<file path="config.mk">
export PLATFORM = sky130hd
export DESIGN_NAME = i2c_register_access_master_unit
export DESIGN_NICKNAME = d
export VERILOG_FILES = /design/src/i2cram_pkg.sv /design/src/i2cram_core.sv /design/src/i2c_register_access_master_unit.sv
export SDC_FILE = /design/constraint.sdc
export NUM_CORES = 1
export LEC_CHECK = 0
export BUFFER_PORTS_ARGS = -buffer_cell sky130_fd_sc_hd__buf_2
export CAP_MARGIN = 40
export CORE_ASPECT_RATIO = 1.4
export CORE_MARGIN = 10
export CORE_UTILIZATION = 26
export DETAILED_ROUTE_END_ITERATION = 16
export PLACE_DENSITY_LB_ADDON = 0.12
export SLEW_MARGIN = 20
export SYNTH_ARGS = -nofsm -noshare
export SYNTH_HDL_FRONTEND = slang
export SYNTH_SLANG_ARGS = --single-unit
</file>
<file path="constraint.sdc">
create_clock -name clk -period 3.2 [get_ports clk]
set_input_delay 0.16 -clock clk [delete_from_list [all_inputs] [get_ports clk]]
set_output_delay 0.16 -clock clk [all_outputs]
set_load 0.05 [all_outputs]
</file>
<file path="src/i2cram_pkg.sv">
// shared types and constants for the i2c register access master
`timescale 1ns / 1ps
`default_nettype none

package i2cram_pkg;

    localparam int BYTE_COUNT_W  = 9;
    localparam int MAX_BYTES_DEF = 256;
    localparam int REG_ADDR_W    = 11;
    localparam int BIT_IDX_W     = 4;

    typedef enum logic [1:0] {
        ACT_TICK  = 2'd0,
        ACT_WRITE = 2'd1,
        ACT_READ  = 2'd2,
        ACT_BYTE  = 2'd3
    } action_t;

    typedef enum logic [1:0] {
        K_ADDR1 = 2'd0,
        K_REG   = 2'd1,
        K_ADDR2 = 2'd2,
        K_DATA  = 2'd3
    } kind_t;

    typedef enum logic [15:0] {
        PH_IDLE = 16'h0001,
        PH_S1   = 16'h0002,
        PH_S2   = 16'h0004,
        PH_S3   = 16'h0008,
        PH_R1   = 16'h0010,
        PH_R2   = 16'h0020,
        PH_R3   = 16'h0040,
        PH_TXLO = 16'h0080,
        PH_TXHI = 16'h0100,
        PH_RXLO = 16'h0200,
        PH_RXHI = 16'h0400,
        PH_MALO = 16'h0800,
        PH_MAHI = 16'h1000,
        PH_WAIT = 16'h2000,
        PH_P1   = 16'h4000,
        PH_P2   = 16'h8000
    } phase_t;

    typedef struct packed {
        action_t                   action;
        logic [REG_ADDR_W-1:0]     reg_addr;
        logic [BYTE_COUNT_W-1:0]   byte_count;
        logic [7:0]                data_byte;
        logic                      sda_in;
    } req_t;

    typedef struct packed {
        logic       scl;
        logic       sda_release;
        logic       need_byte;
        logic [7:0] rx_byte;
        logic       rx_valid;
        logic       rx_last;
        logic       busy_res;
        logic       done_res;
        logic       ack_ok;
    } res_t;

endpackage

`default_nettype wire

</file>
<file path="src/i2cram_core.sv">
// bus phase sequencer: state registers and one-step next-state and result logic
`timescale 1ns / 1ps
`default_nettype none

module i2cram_core
    import i2cram_pkg::*;
#(
    parameter int MAX_BYTES = MAX_BYTES_DEF
)
(
    input  wire logic       clk,
    input  wire logic       rst_n,
    input  wire logic       cfg_wr_en,
    input  wire logic [7:0] cfg_wr_data,
    input  wire logic       step,
    input  wire req_t       req,
    output res_t            res
);

    localparam int BL_W  = $clog2(MAX_BYTES + 1);
    localparam int CMP_W = (BL_W > BYTE_COUNT_W) ? BL_W : BYTE_COUNT_W;

    logic [7:0]            dev_addr_reg;
    phase_t                phase_reg, phase_next;
    kind_t                 kind_reg, kind_next;
    logic [BIT_IDX_W-1:0]  bit_idx_reg, bit_idx_next;
    logic [BL_W-1:0]       bytes_left_reg, bytes_left_next;
    logic [7:0]            shift_reg, shift_next;
    logic                  ack_all_reg, ack_all_next;
    logic                  is_read_reg, is_read_next;
    logic [REG_ADDR_W-1:0] saved_addr_reg, saved_addr_next;
    logic [7:0]            hold_byte_reg, hold_byte_next;
    logic                  hold_valid_reg, hold_valid_next;

    logic                  rx_valid, rx_last, done, ack_out;
    logic [7:0]            rx_shift;
    logic [BIT_IDX_W-1:0]  rx_bit;
    logic [7:0]            addr_wr, addr_rd;
    logic                  scl, rel;

    always_ff @(posedge clk or negedge rst_n)
    begin
        if (!rst_n)
        begin
            dev_addr_reg <= '0;
        end
        else if (cfg_wr_en)
        begin
            dev_addr_reg <= cfg_wr_data;
        end
    end

    always_ff @(posedge clk or negedge rst_n)
    begin
        if (!rst_n)
        begin
            phase_reg      <= PH_IDLE;
            kind_reg       <= K_ADDR1;
            bit_idx_reg    <= '0;
            bytes_left_reg <= '0;
            shift_reg      <= '0;
            ack_all_reg    <= 1'b1;
            is_read_reg    <= 1'b0;
            saved_addr_reg <= '0;
            hold_byte_reg  <= '0;
            hold_valid_reg <= 1'b0;
        end
        else if (step)
        begin
            phase_reg      <= phase_next;
            kind_reg       <= kind_next;
            bit_idx_reg    <= bit_idx_next;
            bytes_left_reg <= bytes_left_next;
            shift_reg      <= shift_next;
            ack_all_reg    <= ack_all_next;
            is_read_reg    <= is_read_next;
            saved_addr_reg <= saved_addr_next;
            hold_byte_reg  <= hold_byte_next;
            hold_valid_reg <= hold_valid_next;
        end
    end

    assign addr_wr = dev_addr_reg | {4'b0000, saved_addr_reg[10:8], 1'b0};
    assign addr_rd = addr_wr | 8'h01;
    assign rx_shift = {shift_reg[6:0], req.sda_in};
    assign rx_bit   = bit_idx_reg + BIT_IDX_W'(1);

    always_comb
    begin
        phase_next      = phase_reg;
        kind_next       = kind_reg;
        bit_idx_next    = bit_idx_reg;
        bytes_left_next = bytes_left_reg;
        shift_next      = shift_reg;
        ack_all_next    = ack_all_reg;
        is_read_next    = is_read_reg;
        saved_addr_next = saved_addr_reg;
        hold_byte_next  = hold_byte_reg;
        hold_valid_next = hold_valid_reg;
        rx_valid        = 1'b0;
        rx_last         = 1'b0;
        done            = 1'b0;

        unique case (req.action)
            ACT_TICK:
            begin
                unique case (phase_reg)
                    PH_IDLE: ;
                    PH_S1: phase_next = PH_S2;
                    PH_S2: phase_next = PH_S3;
                    PH_S3:
                    begin
                        shift_next   = addr_wr;
                        bit_idx_next = '0;
                        kind_next    = K_ADDR1;
                        phase_next   = PH_TXLO;
                    end
                    PH_R1: phase_next = PH_R2;
                    PH_R2: phase_next = PH_R3;
                    PH_R3:
                    begin
                        shift_next   = addr_rd;
                        bit_idx_next = '0;
                        kind_next    = K_ADDR2;
                        phase_next   = PH_TXLO;
                    end
                    PH_TXLO: phase_next = PH_TXHI;
                    PH_TXHI:
                    begin
                        if (bit_idx_reg < BIT_IDX_W'(8))
                        begin
                            bit_idx_next = rx_bit;
                            phase_next   = PH_TXLO;
                        end
                        else
                        begin
                            ack_all_next = ack_all_reg & ~req.sda_in;
                            unique case (kind_reg)
                                K_ADDR1:
                                begin
                                    shift_next   = saved_addr_reg[7:0];
                                    bit_idx_next = '0;
                                    kind_next    = K_REG;
                                    phase_next   = PH_TXLO;
                                end
                                K_ADDR2:
                                begin
                                    if (bytes_left_reg == '0)
                                    begin
                                        phase_next = PH_P1;
                                    end
                                    else
                                    begin
                                        shift_next   = '0;
                                        bit_idx_next = '0;
                                        phase_next   = PH_RXLO;
                                    end
                                end
                                K_REG, K_DATA:
                                begin
                                    if (kind_reg == K_REG && is_read_reg)
                                    begin
                                        phase_next = PH_R1;
                                    end
                                    else if (bytes_left_reg == '0)
                                    begin
                                        phase_next = PH_P1;
                                    end
                                    else if (hold_valid_reg)
                                    begin
                                        hold_valid_next = 1'b0;
                                        bytes_left_next = bytes_left_reg - BL_W'(1);
                                        shift_next      = hold_byte_reg;
                                        bit_idx_next    = '0;
                                        kind_next       = K_DATA;
                                        phase_next      = PH_TXLO;
                                    end
                                    else
                                    begin
                                        phase_next = PH_WAIT;
                                    end
                                end
                                default: ;
                            endcase
                        end
                    end
                    PH_RXLO: phase_next = PH_RXHI;
                    PH_RXHI:
                    begin
                        shift_next   = rx_shift;
                        bit_idx_next = rx_bit;
                        if (rx_bit >= BIT_IDX_W'(8))
                        begin
                            rx_valid = 1'b1;
                            rx_last  = (bytes_left_reg == BL_W'(1));
                            if (bytes_left_reg != '0)
                            begin
                                bytes_left_next = bytes_left_reg - BL_W'(1);
                            end
                            phase_next = PH_MALO;
                        end
                        else
                        begin
                            phase_next = PH_RXLO;
                        end
                    end
                    PH_MALO: phase_next = PH_MAHI;
                    PH_MAHI:
                    begin
                        if (bytes_left_reg == '0)
                        begin
                            phase_next = PH_P1;
                        end
                        else
                        begin
                            shift_next   = '0;
                            bit_idx_next = '0;
                            phase_next   = PH_RXLO;
                        end
                    end
                    PH_WAIT:
                    begin
                        if (bytes_left_reg == '0)
                        begin
                            phase_next = PH_P1;
                        end
                        else if (hold_valid_reg)
                        begin
                            hold_valid_next = 1'b0;
                            bytes_left_next = bytes_left_reg - BL_W'(1);
                            shift_next      = hold_byte_reg;
                            bit_idx_next    = '0;
                            kind_next       = K_DATA;
                            phase_next      = PH_TXLO;
                        end
                    end
                    PH_P1: phase_next = PH_P2;
                    PH_P2:
                    begin
                        phase_next = PH_IDLE;
                        done       = 1'b1;
                    end
                    default: phase_next = PH_IDLE;
                endcase
            end
            ACT_BYTE:
            begin
                if (phase_reg != PH_IDLE && !is_read_reg && bytes_left_reg != '0
                    && !hold_valid_reg)
                begin
                    hold_byte_next  = req.data_byte;
                    hold_valid_next = 1'b1;
                end
            end
            ACT_WRITE, ACT_READ:
            begin
                if (phase_reg == PH_IDLE)
                begin
                    is_read_next    = (req.action == ACT_READ);
                    saved_addr_next = req.reg_addr;
                    if (CMP_W'(req.byte_count) > CMP_W'(MAX_BYTES))
                    begin
                        bytes_left_next = BL_W'(MAX_BYTES);
                    end
                    else
                    begin
                        bytes_left_next = BL_W'(req.byte_count);
                    end
                    ack_all_next    = 1'b1;
                    hold_valid_next = 1'b0;
                    bit_idx_next    = '0;
                    phase_next      = PH_S1;
                end
            end
            default: ;
        endcase
    end

    assign ack_out = done & ack_all_next;

    // bus levels after the step
    always_comb
    begin
        scl = 1'b1;
        rel = 1'b1;
        unique case (phase_next)
            PH_TXLO, PH_TXHI:
            begin
                scl = (phase_next == PH_TXHI);
                rel = (bit_idx_next < BIT_IDX_W'(8)) ? shift_next[~bit_idx_next[2:0]] : 1'b1;
            end
            PH_S1, PH_R1:     begin scl = 1'b1; rel = 1'b1; end
            PH_S2, PH_R2:     begin scl = 1'b1; rel = 1'b0; end
            PH_S3, PH_R3:     begin scl = 1'b0; rel = 1'b0; end
            PH_RXLO:          begin scl = 1'b0; rel = 1'b1; end
            PH_RXHI:          begin scl = 1'b1; rel = 1'b1; end
            PH_MALO:          begin scl = 1'b0; rel = (bytes_left_next == '0); end
            PH_MAHI:          begin scl = 1'b1; rel = (bytes_left_next == '0); end
            PH_WAIT:          begin scl = 1'b0; rel = 1'b1; end
            PH_P1:            begin scl = 1'b0; rel = 1'b0; end
            PH_P2:            begin scl = 1'b1; rel = 1'b0; end
            default:          begin scl = 1'b1; rel = 1'b1; end
        endcase
    end

    always_comb
    begin
        res.scl         = scl;
        res.sda_release = rel;
        res.busy_res    = (phase_next != PH_IDLE);
        res.need_byte   = (phase_next != PH_IDLE) && !is_read_next
                          && (bytes_left_next != '0) && !hold_valid_next;
        res.rx_byte     = rx_valid ? shift_next : 8'h00;
        res.rx_valid    = rx_valid;
        res.rx_last     = rx_last;
        res.done_res    = done;
        res.ack_ok      = ack_out;
    end

endmodule

`default_nettype wire

</file>
<file path="src/i2c_register_access_master_unit.sv">
// top level: request register, phase sequencer and result register
//
// channel   dir  tdata                                          tuser    tlast
// s_axis    in   reg_addr, byte_count, data_byte, sda_in        action   -
// m_axis    out  scl, sda_release, need_byte, rx_byte,          -        rx_last
//                rx_valid, busy_res, done_res, ack_ok
// cfg       in   cfg_wr_data = device_addr_byte, cfg_wr_en
//
// one request per cycle unless m stalls; one result per request, held in out_reg
// the sequencer state moves when the request register hands its request on
// a stalled m side holds the result register; one more request waits in the
// request register, then s_tready drops
// rst_n clears the phase and control state at once, no clearing pass
`timescale 1ns / 1ps
`default_nettype none

module i2c_register_access_master_unit
    import i2cram_pkg::*;
#(
    parameter int MAX_BYTES = MAX_BYTES_DEF
)
(
    input  wire logic        clk,
    input  wire logic        rst_n,
    input  wire logic        cfg_wr_en,
    input  wire logic [7:0]  cfg_wr_data,
    input  wire logic        s_tvalid,
    output logic             s_tready,
    // [10:0] reg_addr, [19:11] byte_count, [27:20] data_byte, [28] sda_in
    input  wire logic [31:0] s_tdata,
    // [1:0] action
    input  wire logic [1:0]  s_tuser,
    output logic             m_tvalid,
    input  wire logic        m_tready,
    // [0] scl, [1] sda_release, [2] need_byte, [10:3] rx_byte, [11] rx_valid,
    // [12] busy_res, [13] done_res, [14] ack_ok
    output logic [15:0]      m_tdata,
    output logic             m_tlast
);

    logic  req_valid_reg;
    req_t  req_reg;
    logic  out_valid_reg;
    res_t  out_reg;
    res_t  res;
    logic  advance;
    logic  step;

    assign advance  = !out_valid_reg || m_tready;
    assign step     = req_valid_reg && advance;
    assign s_tready = !req_valid_reg || advance;

    always_ff @(posedge clk or negedge rst_n)
    begin
        if (!rst_n)
        begin
            req_valid_reg <= 1'b0;
        end
        else if (s_tready)
        begin
            req_valid_reg <= s_tvalid;
        end
    end

    always_ff @(posedge clk)
    begin
        if (s_tready && s_tvalid)
        begin
            req_reg.action     <= action_t'(s_tuser);
            req_reg.reg_addr   <= s_tdata[10:0];
            req_reg.byte_count <= s_tdata[19:11];
            req_reg.data_byte  <= s_tdata[27:20];
            req_reg.sda_in     <= s_tdata[28];
        end
    end

    i2cram_core #(
        .MAX_BYTES (MAX_BYTES)
    ) u_core (
        .clk         (clk),
        .rst_n       (rst_n),
        .cfg_wr_en   (cfg_wr_en),
        .cfg_wr_data (cfg_wr_data),
        .step        (step),
        .req         (req_reg),
        .res         (res)
    );

    always_ff @(posedge clk or negedge rst_n)
    begin
        if (!rst_n)
        begin
            out_valid_reg <= 1'b0;
        end
        else if (advance)
        begin
            out_valid_reg <= req_valid_reg;
        end
    end

    always_ff @(posedge clk)
    begin
        if (step)
        begin
            out_reg <= res;
        end
    end

    assign m_tvalid = out_valid_reg;
    assign m_tlast  = out_reg.rx_last;
    assign m_tdata  = {1'b0, out_reg.ack_ok, out_reg.done_res, out_reg.busy_res,
                       out_reg.rx_valid, out_reg.rx_byte, out_reg.need_byte,
                       out_reg.sda_release, out_reg.scl};

endmodule

`default_nettype wire

</file>
==> results of run 1 <==
==> Yosys cell counts (all sizes together) (4+ instances only) <==
library cell / instances
nand2: 90
dfrtp: 69
o21ai: 63
edfxtp: 47
a21oi: 45
nor2: 40
clkbuf: 33
mux2: 31
nand3: 23
nand4: 20
buf: 18
inv: 16
a31oi: 15
nor3: 13
nor4: 13
a32oi: 11
and3: 11
and2: 10
a22oi: 9
nand2b: 9
nor4b: 9
or4: 9
ha: 7
nor2b: 7
o211ai: 7
o32ai: 7
or2: 7
a22o: 6
o31ai: 6
or3: 6
or4b: 6
a211o: 5
a21o: 5
a211oi: 4
mux2i: 4
o21a: 4
o22ai: 4
==> power by group through the flow <==
stage | registers [mW] | logic (mW) | clock network, mW
floorplan | 2.03 | 0.932 | 0
finish | 2.04 | 2.14 | 1.88
global placement | 2.07 | 1.90 | 0
detailed placement | 2.07 | 1.90 | 0
global route | 2.07 | 2.31 | 1.99
CTS | 2.05 | 2.00 | 1.93
==> cell families (layout without fill, tap and decap cells) <==
logic type | Yosys count | after routing | synth area share
other | 1 | 1 | 0.000533
XOR/XNOR | 5 | 5 | 0.00622
adder cells (fa/ha/maj) | 7 | 7 | 0.0124
buffers and inverters | 69 | 378 | 0.0446
flip-flops | 118 | 118 | 0.453
multiplexers | 35 | 35 | 0.0553
AO/OA/AOI/OAI | 225 | 225 | 0.214
AND/OR/NAND/NOR | 282 | 282 | 0.214
==> per-stage QoR <==
step | total power, mW | instance area, um^2 | utilization
after detailed placement | 3.97 | 9140 | 0.341
after floorplan | 2.96 | 7090 | -
after global placement | 3.96 | 9110 | 0.340
final | 6.05 | 10600 | 0.396
after global routing | 6.37 | 10600 | 0.396
after CTS | 5.98 | 10300 | 0.383
==> layout by cell type (no fill, tap or decap), types with 8 or more instances in the layout <==
| master | Yosys | routed |
|---|---|---|
| a21oi_1 | 44 | 39 |
| a22oi_1 | 9 | 8 |
| a31oi_1 | 15 | 14 |
| a32oi_1 | 10 | 10 |
| and2_1 | 8 | 8 |
| and3_1 | 11 | 10 |
| buf_2 | 10 | 60 |
| buf_4 | 1 | 217 |
| clkbuf_16 | 0 | 17 |
| dfrtp_1 | 69 | 63 |
| dlygate4sd3_1 | 0 | 41 |
| edfxtp_1 | 47 | 47 |
| inv_1 | 16 | 16 |
| mux2_2 | 30 | 30 |
| nand2_1 | 90 | 88 |
| nand2b_1 | 9 | 9 |
| nand3_1 | 23 | 22 |
| nand4_1 | 20 | 20 |
| nor2_1 | 40 | 35 |
| nor3_1 | 13 | 8 |
| o21ai_0 | 59 | 54 |
| o21ai_1 | 3 | 8 |
==> layer usage <==
| layer | track usage | vias to the layer above | routed length (um) |
|---|---|---|---|
| met5 | 0 | - | 0 |
| met4 | 0.0882 | 0 | 1290 |
| met3 | 0.0240 | 56 | 908 |
| met2 | 0.289 | 189 | 14600 |
| met1 | 0.188 | 3457 | 11500 |
| li1 | - | 3425 | - |
==> layout make-up <==
class / instances / area, um^2 / area share
inverters: 18 / 67.6 / 0.00636
multi-input cells: 555 / 3860 / 0.364
flip-flops and latches: 118 / 3200 / 0.301
clock inverters: 9 / 103 / 0.00965
well taps: 365 / 457 / 0.0430
clock buffers: 23 / 468 / 0.0440
repair buffers: 328 / 2470 / 0.232
==> final timing paths <==
check,cells past startpoint,startpoint,end
max,11,u_core.phase_reg[7],m_tdata[1]
min,3,m_tready,req_valid_reg
max reg2reg,11,u_core.phase_reg[7],m_tdata[1]
min reg2reg,2,u_core.ack_all_reg,u_core.ack_all_reg
max in group asynchronous,3,rst_n,u_core.phase_reg[7]
min in group asynchronous,2,rst_n,u_core.bytes_left_reg[7]
==> worst register-to-register path: stages (launching register included) <==
cell	delay, ps
dfrtp_2	440
buf_6	140
or4_4	510
or4_4	510
buf_6	150
and2_4	140
a211o_4	370
or3_4	410
o21ai_4	80
mux2_4	170
o2111ai_2	110
a32o_1	280
==> repair_timing <==
item / in CTS / in global routing
hold buffers: 41 / 0
gates resized for setup: 26 / 45
pin swaps: 2 / 19
setup buffers: 8 / 18
setup endpoints to repair: 7 / 9
endpoints found under the hold margin: 110 / 0
==> impl_metrics.py, run 1 <==
metrics = {
    "drt": {
        "via_per_inst": 5.03,
        "drt_iter0_markers": 423,
        "wirelength_um": 28300,
        "drtPass1Iterations": 5,
        "via_count": 7127,
        "ant_nets": 0,
        "drc": 0,
        "routedWlPerCell_um": 20.0,
    },
    "sta": {
        "fin_crit_ps": 3560,
        "drv_slew": 0,
        "setup_violations": 3,
        "tns_ps": -625,
        "tightest_slew_ps": 631,
        "min_period_over_period": 1.11,
        "relSlewSlack": 0.577,
        "fin_skew_ps": 11.3,
        "setup_ws_ps": -359,
        "whs_ps": 62.0,
        "rsz0062_at_grt": "true",
        "clock.fmax_ghz": 0.281,
        "hold_viol_final": 0,
    },
    "die": {
        "start_util": 0.262,
        "row_count": 71,
        "dieArea_mm2": 0.0341,
        "die_h_um": 215,
        "die_x_um": 159,
        "io_pins": 66,
        "core_area_mm2": 0.0268,
    },
    "synthesis": {
        "synth_cells": 742,
        "synth_warnings": 0,
        "synthFlopType": "dfrtp_1",
        "syn_area_mm2": 0.00704,
        "synth_top_area_frac": 0.245,
        "synth-edff-count": 47,
        "synthDistinctLibCells": 82,
        "async_reset_ff_frac": 0.602,
        "syn_nets": 796,
        "yosys-top-cells-area": "dfrtp_1, edfxtp_1, mux2_2",
        "synth_seq_cells": 118,
        "synth_top_area_cell": "dfrtp_1",
        "syn_avg_cell_area_um2": 9.48,
        "ys_seq_area_frac": 0.453,
    },
    "critical_path": {
        "cp.required_ps": 3380,
        "crit_fanout": 5,
        "crit_path_end_kind": "register",
        "worst_path_max_delay_cell": "or4_4",
        "crit_chain": "buf_6 -> or4_4 -> or4_4 -> buf_6 -> and2_4 -> a211o_4 -> or3_4 -> o21ai_4 -> mux2_4 -> o2111ai_2 -> a32o_1",
        "cp_num_buf_inv": 2,
        "slowest_delay_ps": 510,
        "r2r_setup_slack_ps": -360,
        "crit_family": "simple AND/OR/NAND/NOR gates",
        "crit_type": "register to register",
        "cp-start-kind": "register",
        "cp.arrival_ps": 3740,
    },
    "clock_tree": {
        "clk_pin_slew_ps": 60,
        "cts_max_level": 4,
        "clock_latency_ps": 430,
        "numCtsBuffers": 17,
        "cts_buffer_depth": 2,
        "cts_root_buf": "clkbuf_16",
        "cts_tree": "yes",
        "cts.sinks": 118,
    },
    "global_routing": {
        "grt_pass1_vias": 7446,
        "grt_max_degree": 58,
        "grt_remaining_overflow": 0,
        "grtUsageTotal": 0.164,
        "grt_pass1_wl_um": 44100,
        "antenna_found_initial": 0,
    },
    "placement": {
        "place_inst": 1318,
        "place_congestion": 0.886,
        "pre_cts_slack_ps": -539,
        "dpl.hpwl_um": 22100,
        "portBuffers": 61,
    },
    "pwr": {
        "p_leak_nw": 4.56,
        "pwr-share-seq": 0.337,
        "power_density_mw_per_mm2": 570,
        "internal-power_mw": 4.03,
        "switchingPower_mw": 2.02,
        "switching_share": 0.334,
        "pwr-share-clk": 0.310,
        "worst_ir_drop_vdd_mv": 0.441,
        "comb_power_share": 0.353,
    },
    "layout": {
        "syn2layout_area_growth_pct": 51.0,
        "largest_reg_flops": 31,
        "fin_cells": 1416,
        "diodes": 0,
        "final_net_count": 1092,
        "final_layout_size_suffix_gt1_frac": 0.401,
        "fill_cells": 2777,
    },
    "status": {
        "violations": "setup timing",
        "outcome": "finished with violations",
    },
    "job": {
        "drv_cap": 0,
    },
    "min_path": {
        "hp-class": "input pin to register",
    },
}
Note: power is estimated with default switching activity, not from simulation.
==> run 2: changes to the inputs <==
Settings changed: ABC_AREA set to 1, CORE_MARGIN 10 to not set.
==> run 2 against run 1 <==
Net effect:
- first-iteration DRC count shrank 19%
- core utilization fell by 6.3 points
- global-route usage grew 1.9 points
- clock power down 3%
- the flow now finishes without violations
- non-clock buffer count shrank 173
- count of clock-buffer cells in the layout shrank 5
- critical endpoint unchanged
- critical path depth rose by 4
- die area is 10% lower
- clock skew hardly changed
- sequential power grew 9%
- routed wire length decreased by 5.5%
- largest cell class unchanged
- combinational power grew 36%
==> impl_metrics.py, run 2 <==
metrics = {
    "clock_tree": {
        "post_cts_buffers": 0,
        "clock_latency_ps": 430,
        "numCtsBuffers": 17,
        "cts_root_buf": "clkbuf_16",
        "cts_buffer_depth": 2,
        "cts_hold_buf": 42,
        "cts_max_level": 4,
        "cts.sinks": 118,
        "cts_tree": "yes",
        "cts-resized-gates": 0,
        "clk_pin_slew_ps": 60,
    },
    "synthesis": {
        "synth_top_area_frac": 0.222,
        "synthSimpleGateAreaFrac": 0.359,
        "ys_seq_area_frac": 0.410,
        "syn_nets": 1138,
        "synth_top_family_by_area": "simple AND/OR/NAND/NOR gates",
        "synth-edff-count": 47,
        "synth_commonest_cells": "nand2_1, nor2_1, inv_1, nand3_1, o21ai_0",
        "syn_area_mm2": 0.00778,
        "synth_top_area_cell": "dfrtp_1",
        "muxShareOfSynthArea": 0.0331,
        "yosys-top-cells-area": "dfrtp_1, edfxtp_1, nand2_1",
        "synth_most_common_cell": "nand2_1",
        "synth_cells": 1084,
        "synth_warnings": 0,
        "synth_seq_cells": 118,
        "syn_avg_cell_area_um2": 7.18,
        "synth-xor-area-share": 0.00338,
        "async_reset_ff_frac": 0.602,
        "synthFlopType": "dfrtp_1",
        "synth_compound_area_frac": 0.104,
        "synthDistinctLibCells": 52,
        "synth_fa_ha_area_frac": 0.0113,
    },
    "placement": {
        "place_inst": 1541,
        "portBuffers": 61,
        "place_congestion": 0.853,
        "pre_cts_slack_ps": 230,
        "dpl.hpwl_um": 20200,
        "dpl_cell_area_mm2": 0.00879,
    },
    "layout": {
        "fill_cells": 3149,
        "final_area_mm2": 0.00978,
        "final_layout_size_suffix_gt1_frac": 0.184,
        "postLayoutCoreUtil": 0.333,
        "syn2layout_area_growth_pct": 25.7,
        "largest_reg_flops": 31,
        "final_cell_mix": "nand2_1, nor2_1, inv_1",
        "fin_cells": 1616,
        "final_net_count": 1277,
        "final_common_cell": "nand2_1",
        "diodes": 0,
    },
    "min_path": {
        "hp-class": "input pin to register",
    },
    "drt": {
        "drt_iter0_markers": 341,
        "via_per_inst": 4.67,
        "drtPass1Iterations": 5,
        "wirelength_um": 26800,
        "ant_nets": 0,
        "drc": 0,
        "via_count": 7553,
        "routedWlPerCell_um": 16.6,
    },
    "global_routing": {
        "grtUsageTotal": 0.184,
        "antenna_found_initial": 0,
        "grt_pass1_vias": 7594,
        "grt_pass1_wl_um": 41700,
        "grt_use_met3": 0.0242,
        "grt_max_degree": 52,
        "met2_usage": 0.349,
        "met1_usage": 0.194,
        "busiest_layer": "met2",
        "grt_remaining_overflow": 0,
    },
    "sta": {
        "tns_ps": 0,
        "whs_ps": 82.3,
        "hold_viol_final": 0,
        "fin_crit_ps": 2960,
        "rsz0062_at_grt": "false",
        "clock.fmax_ghz": 0.338,
        "relSlewSlack": 0.604,
        "setup_ws_ps": 244,
        "tightest_slew_ps": 594,
        "fin_skew_ps": 10.9,
        "min_period_over_period": 0.924,
        "setup_violations": 0,
        "drv_slew": 0,
    },
    "pwr": {
        "p_leak_nw": 4.52,
        "worst_ir_drop_vdd_mv": 0.398,
        "power_density_mw_per_mm2": 712,
        "total_power_mw": 6.96,
    },
    "status": {
        "outcome": "completed",
    },
    "critical_path": {
        "timing.rr.end": "m_tdata[1]",
        "cp.arrival_ps": 3140,
        "cp-start-kind": "register",
        "crit_start": "u_core.phase_reg[4]",
        "crit_fanout": 11,
        "endpoint": "m_tdata[1]",
        "crit_path_end_kind": "register",
        "crit_type": "register to register",
        "cp.required_ps": 3390,
        "reg2reg_depth": 15,
        "timing.rr.start": "u_core.phase_reg[4]",
        "r2r_setup_slack_ps": 240,
    },
    "die": {
        "io_pins": 66,
        "dieArea_mm2": 0.0306,
        "start_util": 0.265,
        "core_area_mm2": 0.0294,
        "die_x_um": 148,
        "row_count": 74,
        "die_h_um": 207,
    },
    "job": {
        "drv_cap": 0,
    },
}
==> run 2: cell types whose count changed in the layout (fill, tap and decap cells not counted), moves of 21 or more <==
cell / change
buf_4: -167
inv_1: +81
nand2_1: +242
nand3_1: +73
nor2_1: +102
o21ai_0: +21
==> run 2: per-layer routing <==
layer | vias to the layer above | wire (um)
li1 | 3819 | -
met4 | 0 | 1110
met5 | - | 0
met1 | 3507 | 10600
met3 | 59 | 688
met2 | 168 | 14400
==> run 2: how the worst min path moves through the flow <==
stage / from / end / cells after the start
2_1_floorplan: rst_n / m_tvalid / 0
3_3_place_gp: rst_n / u_core.dev_addr_reg[3] / 1
3_5_place_dp: rst_n / u_core.dev_addr_reg[3] / 1
4_1_cts: cfg_wr_en / u_core.dev_addr_reg[0] / 3
5_1_grt: cfg_wr_en / u_core.dev_addr_reg[0] / 3
6_report: cfg_wr_en / u_core.dev_addr_reg[0] / 3
==> run 2: critical path, stage by stage (launching register included) <==
cell	delay (ps)
dfrtp_1	450
nor2_4	180
nand2_4	110
nor2_4	330
nand3_2	180
buf_4	200
nor2_1	120
a21oi_1	60
nand2_1	100
nand2_1	80
o21ai_0	330
inv_1	80
nand3_1	100
nand3_1	200
nand2_1	120
nand3_1	70
==> run 2: kinds of logic (layout without fill, tap and decap cells) <==
group                    Yosys count  count (layout)
flip-flops                       118             118
multiplexers                      23              23
buffers and inverters            149             301
XOR/XNOR                           3               3
AND/OR/NAND/NOR                  633             633
other                              1               1
adder cells (fa/ha/maj)            7               7
AO/OA/AOI/OAI                    150             150
==> run 2: where the power goes <==
part / internal (mW) / total (mW) / switching [mW] / leakage, nW
Combinational: 0.958 / 2.91 / 1.95 / 2.90
Clock: 1.06 / 1.82 / 0.766 / 0.253
Sequential: 1.94 / 2.23 / 0.294 / 1.36
==> run 2: final cells by class <==
type	instances	area, um^2	share of cell area
Clock buffer	18	429	0.0439
Clock inverter	14	113	0.0115
Inverter	114	429	0.0439
Multi-Input combinational cell	817	3980	0.407
Sequential cell	118	3190	0.326
Tap cell	380	475	0.0486
Timing Repair Buffer	155	1160	0.119
